**config.mk**
```make
export PLATFORM = sky130hd
export DESIGN_NAME = mouse_packet_cursor_tracker_flat
export DESIGN_NICKNAME = d
export VERILOG_FILES = /design/src/hw/rtl/mpct_pkg.sv /design/src/hw/rtl/mpct_in_if.sv /design/src/hw/rtl/mpct_out_if.sv /design/src/hw/rtl/mpct_cfg_if.sv /design/src/hw/rtl/mouse_packet_cursor_tracker.sv /design/src/flat_wrapper.sv
export SDC_FILE = /design/constraint.sdc
export NUM_CORES = 1
export LEC_CHECK = 0
export ABC_AREA = 1
export BUFFER_PORTS_ARGS = -buffer_cell sky130_fd_sc_hd__buf_2
export CELL_PAD_IN_SITES_DETAIL_PLACEMENT = 2
export CELL_PAD_IN_SITES_GLOBAL_PLACEMENT = 2
export CORE_MARGIN = 5
export CORE_UTILIZATION = 36
export DETAILED_ROUTE_END_ITERATION = 6
export PLACE_DENSITY = 0.77
export SKIP_LAST_GASP = 1
export SLEW_MARGIN = 30
export SYNTH_ARGS = -nofsm -noshare
export SYNTH_HDL_FRONTEND = slang
export SYNTH_SLANG_ARGS = --single-unit
```
**constraint.sdc**
```tcl
create_clock -name clk_i -period 5.1 [get_ports clk_i]
set_input_delay 1.02 -clock clk_i [delete_from_list [all_inputs] [get_ports clk_i]]
set_output_delay 1.02 -clock clk_i [all_outputs]
set_load 0.02 [all_outputs]
```
**src/hw/rtl/mpct_pkg.sv**
```systemverilog
package mpct_pkg;

  // coordinate storage width, range 8..16
  localparam int unsigned CoordBits = 16;

  // fixed field widths
  localparam int unsigned CursorW  = 16;
  localparam int unsigned ByteW    = 8;
  localparam int unsigned SizeW    = 16;
  localparam int unsigned CfgIdxW  = 8;
  localparam int unsigned CfgDataW = 16;

  // register map
  localparam logic [CfgIdxW-1:0] RegScreenWidth  = CfgIdxW'(0);
  localparam logic [CfgIdxW-1:0] RegScreenHeight = CfgIdxW'(1);

  // header byte bit positions
  localparam int unsigned AlignBit = 3;
  localparam int unsigned XSignBit = 4;
  localparam int unsigned YSignBit = 5;

  // text mode defaults used when a size register is zero
  localparam int unsigned DefaultMaxX = 79;
  localparam int unsigned DefaultMaxY = 24;
  localparam int unsigned DefaultMidX = 40;
  localparam int unsigned DefaultMidY = 12;

  typedef enum logic [0:0] {
    OpData     = 1'b0,
    OpRecenter = 1'b1
  } opcode_e;

  typedef enum logic [2:0] {
    PhHeader = 3'b001,
    PhXByte  = 3'b010,
    PhYByte  = 3'b100
  } phase_e;

endpackage

```
**src/hw/rtl/mpct_in_if.sv**
```systemverilog
interface mpct_in_if;
  import mpct_pkg::*;

  logic             valid;
  logic             ready;
  opcode_e          opcode;
  logic             aux_source;
  logic [ByteW-1:0] data_byte;

  modport source (output valid, output opcode, output aux_source, output data_byte,
                  input ready);
  modport sink   (input valid, input opcode, input aux_source, input data_byte,
                  output ready);
endinterface

```
**src/hw/rtl/mpct_out_if.sv**
```systemverilog
interface mpct_out_if;
  import mpct_pkg::*;

  logic               valid;
  logic               ready;
  logic [CursorW-1:0] cursor_x;
  logic [CursorW-1:0] cursor_y;

  modport source (output valid, output cursor_x, output cursor_y, input ready);
  modport sink   (input valid, input cursor_x, input cursor_y, output ready);
endinterface

```
**src/hw/rtl/mpct_cfg_if.sv**
```systemverilog
interface mpct_cfg_if;
  import mpct_pkg::*;

  logic                valid;
  logic                ready;
  logic [CfgIdxW-1:0]  index;
  logic [CfgDataW-1:0] data;

  modport source (output valid, output index, output data, input ready);
  modport sink   (input valid, input index, input data, output ready);
endinterface

```
**src/hw/rtl/mouse_packet_cursor_tracker.sv**
```systemverilog
// mouse report cursor tracker
//
// in_i  : one byte-level item per transfer (opcode, aux_source, data_byte).
//         a data byte from the pointing device steps through the three-byte
//         report; a recenter item moves the cursor to mid-screen.
// out_o : one transfer of (cursor_x, cursor_y) each time a report completes.
// cfg_i : register writes, index 0 screen_width, index 1 screen_height; always ready,
//         the user writes it only while the block is idle; the block does not check.
//
// path: an item is held in the input register, then the add-and-clamp
// logic writes the cursor and the result register, which drives out_o
// once the third byte of a report leaves the input register.
// throughput: one item per cycle while no report-completing byte waits,
// set by the combinational add-and-clamp path between input register
// and result register.
// stall: the result register holds while out_o.ready is low; items that
// produce no result keep flowing, and a report-completing byte waits in
// the input register, at which point in_i.ready drops.
// reset: phase back to header, cursor at 0,0, sizes zero (80 by 25 text).
module mouse_packet_cursor_tracker (
  input  logic            clk_i,
  input  logic            rst_ni,
  mpct_in_if.sink         in_i,
  mpct_out_if.source      out_o,
  mpct_cfg_if.sink        cfg_i
);
  import mpct_pkg::*;

  localparam int unsigned SumW = CoordBits + 2;
  localparam logic [SizeW:0] CoordCap =
    {(SizeW + 1 - CoordBits)'(0), {CoordBits{1'b1}}};

  // upper bound of a coordinate: size-1, or the text default, capped
  function automatic logic [CoordBits-1:0] limit_of(logic [SizeW-1:0] size,
                                                    logic [SizeW-1:0] dflt);
    logic [SizeW:0] m;
    m = (size != '0) ? ({1'b0, size} - (SizeW + 1)'(1)) : {1'b0, dflt};
    if (m > CoordCap) m = CoordCap;
    return m[CoordBits-1:0];
  endfunction

  // mid-screen point, or the text default, capped
  function automatic logic [CoordBits-1:0] centre_of(logic [SizeW-1:0] size,
                                                     logic [SizeW-1:0] dflt);
    logic [SizeW:0] c;
    c = (size != '0) ? {2'b00, size[SizeW-1:1]} : {1'b0, dflt};
    if (c > CoordCap) c = CoordCap;
    return c[CoordBits-1:0];
  endfunction

  function automatic logic [CoordBits-1:0] clamp_coord(logic signed [SumW-1:0] v,
                                                       logic [CoordBits-1:0] hi);
    logic [CoordBits-1:0] r;
    if (v < 0) r = '0;
    else if (v > $signed({2'b00, hi})) r = hi;
    else r = v[CoordBits-1:0];
    return r;
  endfunction

  // configuration
  logic [SizeW-1:0] width_q, height_q;

  // input register
  logic             s1_valid_q, s1_valid_d;
  opcode_e          s1_opcode_q;
  logic             s1_aux_q;
  logic [ByteW-1:0] s1_byte_q;

  // report state and cursor
  phase_e               phase_q, phase_d;
  logic [ByteW-1:0]     hdr_q, hdr_d;
  logic [ByteW-1:0]     xbyte_q, xbyte_d;
  logic [CoordBits-1:0] pos_x_q, pos_x_d;
  logic [CoordBits-1:0] pos_y_q, pos_y_d;

  // result register
  logic                 out_valid_q, out_valid_d;
  logic [CoordBits-1:0] out_x_q, out_y_q;

  logic                    in_xfer;
  logic                    is_dev_byte;
  logic                    completes;
  logic                    s1_fire;
  logic signed [ByteW:0]   dx, dy;
  logic signed [SumW-1:0]  nx, ny;
  logic [CoordBits-1:0]    new_x, new_y;

  assign cfg_i.ready = 1'b1;

  always_ff @(posedge clk_i or negedge rst_ni) begin
    if (!rst_ni) begin
      width_q  <= '0;
      height_q <= '0;
    end else if (cfg_i.valid) begin
      if (cfg_i.index == RegScreenWidth)  width_q  <= cfg_i.data[SizeW-1:0];
      if (cfg_i.index == RegScreenHeight) height_q <= cfg_i.data[SizeW-1:0];
    end
  end

  // a report-completing byte needs room in the result register
  assign is_dev_byte = (s1_opcode_q == OpData) && s1_aux_q;
  assign completes   = is_dev_byte && (phase_q == PhYByte);
  assign s1_fire     = s1_valid_q && (!completes || !out_valid_q || out_o.ready);
  assign in_i.ready  = !s1_valid_q || s1_fire;
  assign in_xfer     = in_i.valid && in_i.ready;

  assign s1_valid_d = in_xfer ? 1'b1 : (s1_fire ? 1'b0 : s1_valid_q);

  always_ff @(posedge clk_i or negedge rst_ni) begin
    if (!rst_ni) begin
      s1_valid_q <= 1'b0;
    end else begin
      s1_valid_q <= s1_valid_d;
    end
  end

  always_ff @(posedge clk_i) begin
    if (in_xfer) begin
      s1_opcode_q <= in_i.opcode;
      s1_aux_q    <= in_i.aux_source;
      s1_byte_q   <= in_i.data_byte;
    end
  end

  // 9-bit signed deltas, sign bits from the header
  assign dx = $signed({hdr_q[XSignBit], xbyte_q});
  assign dy = $signed({hdr_q[YSignBit], s1_byte_q});
  // screen y grows downwards, so the y movement is subtracted
  assign nx = $signed({2'b00, pos_x_q}) + SumW'(dx);
  assign ny = $signed({2'b00, pos_y_q}) - SumW'(dy);
  assign new_x = clamp_coord(nx, limit_of(width_q, SizeW'(DefaultMaxX)));
  assign new_y = clamp_coord(ny, limit_of(height_q, SizeW'(DefaultMaxY)));

  always_comb begin
    phase_d = phase_q;
    hdr_d   = hdr_q;
    xbyte_d = xbyte_q;
    pos_x_d = pos_x_q;
    pos_y_d = pos_y_q;
    if (s1_fire) begin
      if (s1_opcode_q == OpRecenter) begin
        // phase is left alone
        pos_x_d = centre_of(width_q, SizeW'(DefaultMidX));
        pos_y_d = centre_of(height_q, SizeW'(DefaultMidY));
      end else if (s1_aux_q) begin
        unique case (phase_q)
          PhXByte: begin
            xbyte_d = s1_byte_q;
            phase_d = PhYByte;
          end
          PhYByte: begin
            pos_x_d = new_x;
            pos_y_d = new_y;
            phase_d = PhHeader;
          end
          default: begin
            // header only starts a report when the alignment bit is set
            hdr_d   = s1_byte_q;
            phase_d = s1_byte_q[AlignBit] ? PhXByte : PhHeader;
          end
        endcase
      end
    end
  end

  always_ff @(posedge clk_i or negedge rst_ni) begin
    if (!rst_ni) begin
      phase_q <= PhHeader;
      hdr_q   <= '0;
      xbyte_q <= '0;
      pos_x_q <= '0;
      pos_y_q <= '0;
    end else begin
      phase_q <= phase_d;
      hdr_q   <= hdr_d;
      xbyte_q <= xbyte_d;
      pos_x_q <= pos_x_d;
      pos_y_q <= pos_y_d;
    end
  end

  // result register, refilled in the same cycle it is taken
  assign out_valid_d = (s1_fire && completes) ? 1'b1 :
                       (out_o.ready ? 1'b0 : out_valid_q);

  always_ff @(posedge clk_i or negedge rst_ni) begin
    if (!rst_ni) begin
      out_valid_q <= 1'b0;
    end else begin
      out_valid_q <= out_valid_d;
    end
  end

  always_ff @(posedge clk_i) begin
    if (s1_fire && completes) begin
      out_x_q <= new_x;
      out_y_q <= new_y;
    end
  end

  assign out_o.valid    = out_valid_q;
  assign out_o.cursor_x = CursorW'(out_x_q);
  assign out_o.cursor_y = CursorW'(out_y_q);

`ifndef SYNTHESIS
  // input only stalls behind a full result register and a waiting third byte
  a_in_stall_cause: assert property (@(posedge clk_i) disable iff (!rst_ni)
    !in_i.ready |-> (s1_valid_q && out_valid_q && completes && !out_o.ready))
    else $error("input stalled without a blocked report");

  // a new result only follows a completed report
  a_result_source: assert property (@(posedge clk_i) disable iff (!rst_ni)
    $rose(out_valid_q) |-> $past(s1_fire && completes))
    else $error("result appeared without a completed report");

  // recenter leaves the report phase untouched
  a_recenter_phase: assert property (@(posedge clk_i) disable iff (!rst_ni)
    (s1_fire && s1_opcode_q == OpRecenter) |=> $stable(phase_q))
    else $error("recenter changed the report phase");

  // a completed report always returns to the header phase
  a_report_wraps: assert property (@(posedge clk_i) disable iff (!rst_ni)
    (s1_fire && completes) |=> (phase_q == PhHeader))
    else $error("phase did not wrap after a report");
`endif

endmodule

```
**src/flat_wrapper.sv**
```systemverilog
// flat-port wrapper written by rule: the top's interface ports become plain ports
module mouse_packet_cursor_tracker_flat import mpct_pkg::*;
  (clk_i, rst_ni, in_i_valid, in_i_opcode, in_i_aux_source, in_i_data_byte, in_i_ready, out_o_valid, out_o_cursor_x, out_o_cursor_y, out_o_ready, cfg_i_valid, cfg_i_index, cfg_i_data, cfg_i_ready);
  mpct_in_if in_i_i ();
  mpct_out_if out_o_i ();
  mpct_cfg_if cfg_i_i ();
  input  logic clk_i;
  input  logic rst_ni;
  input wire logic [$bits(in_i_i.valid)-1:0] in_i_valid;
  input wire logic [$bits(in_i_i.opcode)-1:0] in_i_opcode;
  input wire logic [$bits(in_i_i.aux_source)-1:0] in_i_aux_source;
  input wire logic [$bits(in_i_i.data_byte)-1:0] in_i_data_byte;
  output wire logic [$bits(in_i_i.ready)-1:0] in_i_ready;
  output wire logic [$bits(out_o_i.valid)-1:0] out_o_valid;
  output wire logic [$bits(out_o_i.cursor_x)-1:0] out_o_cursor_x;
  output wire logic [$bits(out_o_i.cursor_y)-1:0] out_o_cursor_y;
  input wire logic [$bits(out_o_i.ready)-1:0] out_o_ready;
  input wire logic [$bits(cfg_i_i.valid)-1:0] cfg_i_valid;
  input wire logic [$bits(cfg_i_i.index)-1:0] cfg_i_index;
  input wire logic [$bits(cfg_i_i.data)-1:0] cfg_i_data;
  output wire logic [$bits(cfg_i_i.ready)-1:0] cfg_i_ready;
  assign in_i_i.valid = in_i_valid;
  assign in_i_i.opcode = in_i_opcode;
  assign in_i_i.aux_source = in_i_aux_source;
  assign in_i_i.data_byte = in_i_data_byte;
  assign in_i_ready = in_i_i.ready;
  assign out_o_valid = out_o_i.valid;
  assign out_o_cursor_x = out_o_i.cursor_x;
  assign out_o_cursor_y = out_o_i.cursor_y;
  assign out_o_i.ready = out_o_ready;
  assign cfg_i_i.valid = cfg_i_valid;
  assign cfg_i_i.index = cfg_i_index;
  assign cfg_i_i.data = cfg_i_data;
  assign cfg_i_ready = cfg_i_i.ready;
  mouse_packet_cursor_tracker u_core (.clk_i(clk_i), .rst_ni(rst_ni), .in_i(in_i_i), .out_o(out_o_i), .cfg_i(cfg_i_i));
endmodule
```
==> results.txt <==
Counting the fill cells in the layout gives 2,895. The worst-case clock skew is about 0.013 ns. The net switching component of the power is 2.96 mW. After synthesis, the share of cell area in mux cells is less than 1%.

The most repeated library cell on the critical path is nand2_1. Clock tree synthesis selected as its root buffer the cell clkbuf_16. In this run, post-CTS repair resized a total of 0 instances. The die covers 28,100 um^2. The number of pins with negative max-slew slack in the final report is 0. The number of antenna violations at the first check in global routing is 0. The number of buffers inserted during clock tree synthesis came out at 17. The antenna diode count came out at 0. The number of cells after detailed placement came out at about 1,600. The post-synthesis instance total is between 1,000 and 1,500. The number of buffers inserted by post-CTS setup repair came out at 0. The clock latency at the later pin of the worst-skew pair is about 0.44 ns. In this run the core area contains between 50 and 60 standard-cell rows. The summed negative setup slack over all endpoints came out at 0 ns. The worst setup path is of the flop to flop kind. The area share of xor/xnor cells in the synthesized design is 3.43%.

Setup repair after global routing left no endpoint under its margin. The internal power is 2.97 mW. The kind of end point of the critical path is a flop. The fraction of the mapped netlist area in adder cells came out at between 10% and 20%.

Once detailed placement completed, the half-perimeter wirelength came to 24.6 mm. The flow ran to the end, and the final reports show no timing, DRC or antenna violations. The effective utilization at floorplan is between 30% and 40%. Compared with the post-synthesis result, the final layout area differs by 14.6%. The vertical die dimension came out at 168 um.

The cts-stage hold buffer count came out at 0. Ranked by total cell area, the synthesized netlist is headed by dfrtp_1 (22%), edfxtp_1 (14%), nand2_1 (13%). The number of hold violations in the final report came out at 0. The part of the power in registers came out at 22.3%. The number of nets in the final layout came out at 1,363. The clock share of power came out at a little over a fifth. The arrival time of data at the critical path endpoint came out at about 4.7 ns. When the netlist entered floorplanning its net count stood at roughly 1,300.

Measured against its own limit, the worst slew margin works out to 38.5%. The power density normalized to cell area is just under 600 nW/um^2. The critical path startpoint category is a flop. The per-instance average area after synthesis came out at between 7 and 8 um^2.

After the first detailed-routing iteration, the DRC count stood at between 300 and 400. The number of enable-type register cells in the synthesized netlist is 42. The net switching share of the total power came out at between 40% and 50%.

The worst path in the final design needs a cycle of about 4.4 ns, including I/O delays and setup. Setup violations remaining at the end of the flow were counted as 0. The placed instance area came out at between 9000 and 10,000 um^2. Across every metal layer, demand over resource in global routing totals about a quarter.

The total clock sinks is around 120. The die width came out at between 150 and 200 um. The share of async-settable or async-resettable flops after synthesis is between 60% and 70%.

The average wire length per cell after detail routing is a little over 20 um. The number of detailed-route iterations in the first pass is 4. The largest net degree at the start of global routing came out at 47. The synthesized netlist devotes a little under an eighth of its cell area to compound gates. The via count of the first global-routing pass was around 9,400. The actual slew at the worst max-slew pin came out at roughly 0.92 ns. In this run the tool buffered the top-level ports with just over 70 buffer cells. In this run the worst hold path is classified as flop to flop.

The most used flip-flop cell after synthesis is dfrtp_1. The overall via count from detail_route is a little over 8,000. Synthesis instantiated between 50 and 60 different standard cells from the library.

The via density per instance is between 5 and 6. In the final layout, the share of cells above drive strength 1 is between 10 and 15%. The routability-driven placement congestion ratio came out at ~0.83. Summed over all layers, the global routing overflow is 0. The floorplan step defined a core boundary enclosing ~24,000 um^2. The clock-pin slew of the registers on the worst-case setup and hold paths is 0.07 ns. The remaining antenna violation count after routing is 0. The top-level I/O count came out at 74.

The global-route wire length before repair is around 52 mm. The highest fanout seen on the critical path is 16. The total wirelength of the detailed-routed design is 32.6 mm. The maximum level of the CTS H-tree came out at 4.

The final design area excluding fillers is between 10,000 and 15,000 um^2. The total standard cell area after synthesis is a little under 9000 um^2. The fraction of the yosys area taken by sequential cells came out at a little over a third.

Of all cell types, the one taking the most synthesized area is dfrtp_1. For this run, the number of Yosys warnings is 0. The count of state elements after synthesis came out at about 120.

In this run the static leakage power is around 5.4 nW. The share of total power dissipated in combinational logic is 56.7%. The combinational family with the most area after synthesis is simple AND/OR/NAND/NOR gates. On the worst path, the slowest cell contributes a delay of ~0.42 ns. The worst-case clock buffer depth came out at 2.

The filler-free cell count of the finished design came out at about 1,600. The achievable frequency came out at 0.230 GHz. The cell with the largest stage delay on the worst path is ha_1. The final clock period utilization by the worst path came out at between 80% and 90%.

Across the VDD grid, the largest voltage drop is slightly below 0.2 mV. The share of synthesized area in the top cell type comes to approximately 22%. The required arrival time at the worst endpoint is ~5.5 ns. The number of remaining DRC errors came out at 0. TritonCTS built the clock tree.

The register area is around 3200 um^2. The overall power after layout came out at 5.93 mW. The total area of multi-input combinational cells is between 4000 and 5000 um^2. The simple logic cell fraction of the synthesized area came out at between 20 and 30%.

The number of violations of the max-capacitance limit came out at 0.
-- Yosys cell counts, types with 4 or more instances --
library cell / count
nor2_1: 72
o21bai_1: 7
a21oi_1: 57
or2_2: 6
a22oi_1: 12
inv_1: 174
a21boi_1: 6
nand2_2: 9
and3_1: 5
edfxtp_1: 42
o21ai_1: 7
o22ai_1: 4
nor2_2: 13
nand2_1: 316
nand3_1: 74
nor3_1: 8
buf_2: 5
o21ai_2: 8
dfrtp_1: 78
ha_1: 70
nand2_4: 6
nand4_1: 16
nor2_4: 5
o21ai_0: 56
xor2_1: 33
clkbuf_1: 15
nand3_2: 9
inv_2: 6
buf_6: 4
a21boi_0: 4
nand3b_1: 10
-- flip-flops by register name, indices dropped and copies added, names as in the netlist --
signal	flops
u_core.hdr_q	2
u_core.height_q	16
u_core.out_o.cursor_x	16
u_core.out_o.cursor_y	16
u_core.out_o.valid	1
u_core.phase_q	3
u_core.pos_x_q	16
u_core.pos_y_q	16
u_core.s1_aux_q	1
u_core.s1_byte_q	8
u_core.s1_opcode_q	1
u_core.s1_valid_q	1
u_core.width_q	16
u_core.xbyte_q	8
-- cell type report --
class	instances	share of cell area, %
Clock buffer	18	4.40
Multi-Input combinational cell	849	47.8
Timing Repair Buffer	81	4.28
Tap cell	324	3.96
Clock inverter	14	1.26
Inverter	182	6.67
Sequential cell	121	31.6
-- path summary, 6_finish.rpt --
check                                                from                             end  slack, ns  depth (start not counted)
setup / recovery            u_core.width_q[0]$_DFFE_PN0P_   u_core.pos_x_q[6]$_DFFE_PN0P_       0.74                         28
hold / removal             u_core.pos_y_q[12]$_DFFE_PN0P_  u_core.pos_y_q[12]$_DFFE_PN0P_       0.49                          2
setup reg to reg            u_core.width_q[0]$_DFFE_PN0P_   u_core.pos_x_q[6]$_DFFE_PN0P_       0.74                         28
hold reg to reg            u_core.pos_y_q[12]$_DFFE_PN0P_  u_core.pos_y_q[12]$_DFFE_PN0P_       0.49                          2
max in group asynchronous                          rst_ni  u_core.pos_y_q[13]$_DFFE_PN0P_       3.50                          2
min in group asynchronous                          rst_ni  u_core.pos_x_q[13]$_DFFE_PN0P_       0.61                          1
-- cell usage in the layout, fill, tap and decap left out, drive strengths merged, types with 3 or more instances in the layout --
| master | synthesis | routed |
|---|---|---|
| a21oi | 58 | 58 |
| buf | 14 | 81 |
| o21a | 3 | 3 |
| nand3b | 10 | 10 |
| edfxtp | 42 | 42 |
| and3 | 5 | 5 |
| or2 | 7 | 7 |
| nand4 | 16 | 16 |
| xor2 | 33 | 33 |
| nand2 | 332 | 332 |
| a31oi | 3 | 3 |
| a22oi | 12 | 12 |
| o21ai | 71 | 71 |
| ha | 70 | 70 |
| clkinv | 2 | 5 |
| a21boi | 10 | 10 |
| inv | 180 | 189 |
| o21bai | 7 | 7 |
| dfrtp | 78 | 78 |
| o31ai | 3 | 3 |
| nor3 | 9 | 9 |
| clkbuf | 15 | 18 |
| nor2 | 90 | 90 |
| o22ai | 5 | 5 |
| and2 | 3 | 3 |
| nand3 | 83 | 83 |
| nor4 | 3 | 3 |
-- worst max-delay path: cells and delay by family (launching register included) --
| family | cells | cell delay [ns] |
|---|---|---|
| AO/OA/AOI/OAI | 3 | 0.59 |
| adder cells (fa/ha/maj) | 2 | 0.71 |
| buffers and inverters | 2 | 0.39 |
| flip-flops | 1 | 0.41 |
| AND/OR/NAND/NOR | 21 | 2.17 |
-- power groups by stage --
stage	Clock (mW)	Combinational (mW)	Sequential [mW]
3_5_place_dp	0	3.29	1.34
6_report	1.24	3.36	1.32
4_1_cts	1.26	3.37	1.32
3_3_place_gp	0	3.14	1.33
2_1_floorplan	0	2.39	1.30
5_1_grt	1.31	3.75	1.34
-- routing by layer --
layer	up-vias	track usage, %	share of wire, %
met5	-	0	0
met4	0	6.81	2.1
met3	38	3.30	2.3
met2	116	42.7	52
met1	4125	28.4	44
li1	3983	-	-
-- cells by family after synthesis --
| group | after synthesis |
|---|---|
| and+or+nand+nor | 560 |
| buffers and inverters | 211 |
| AOI/OAI and AO/OA | 180 |
| DFF | 121 |
| adders and majority gates | 72 |
| xor gates and xnor gates | 35 |
| other | 1 |
| muxes | 1 |
-- stage by stage --
step                      util [%]  setup WS, ns  hold slack [ns]
after floorplan                  -          1.50            0.453
after global placement        39.5          1.04            0.473
after detailed placement      39.6         0.820            0.478
after CTS                     41.9         0.742            0.500
after global routing          42.0         0.313            0.514
final                         42.0         0.743            0.493
(Power assumes the default switching activity.)
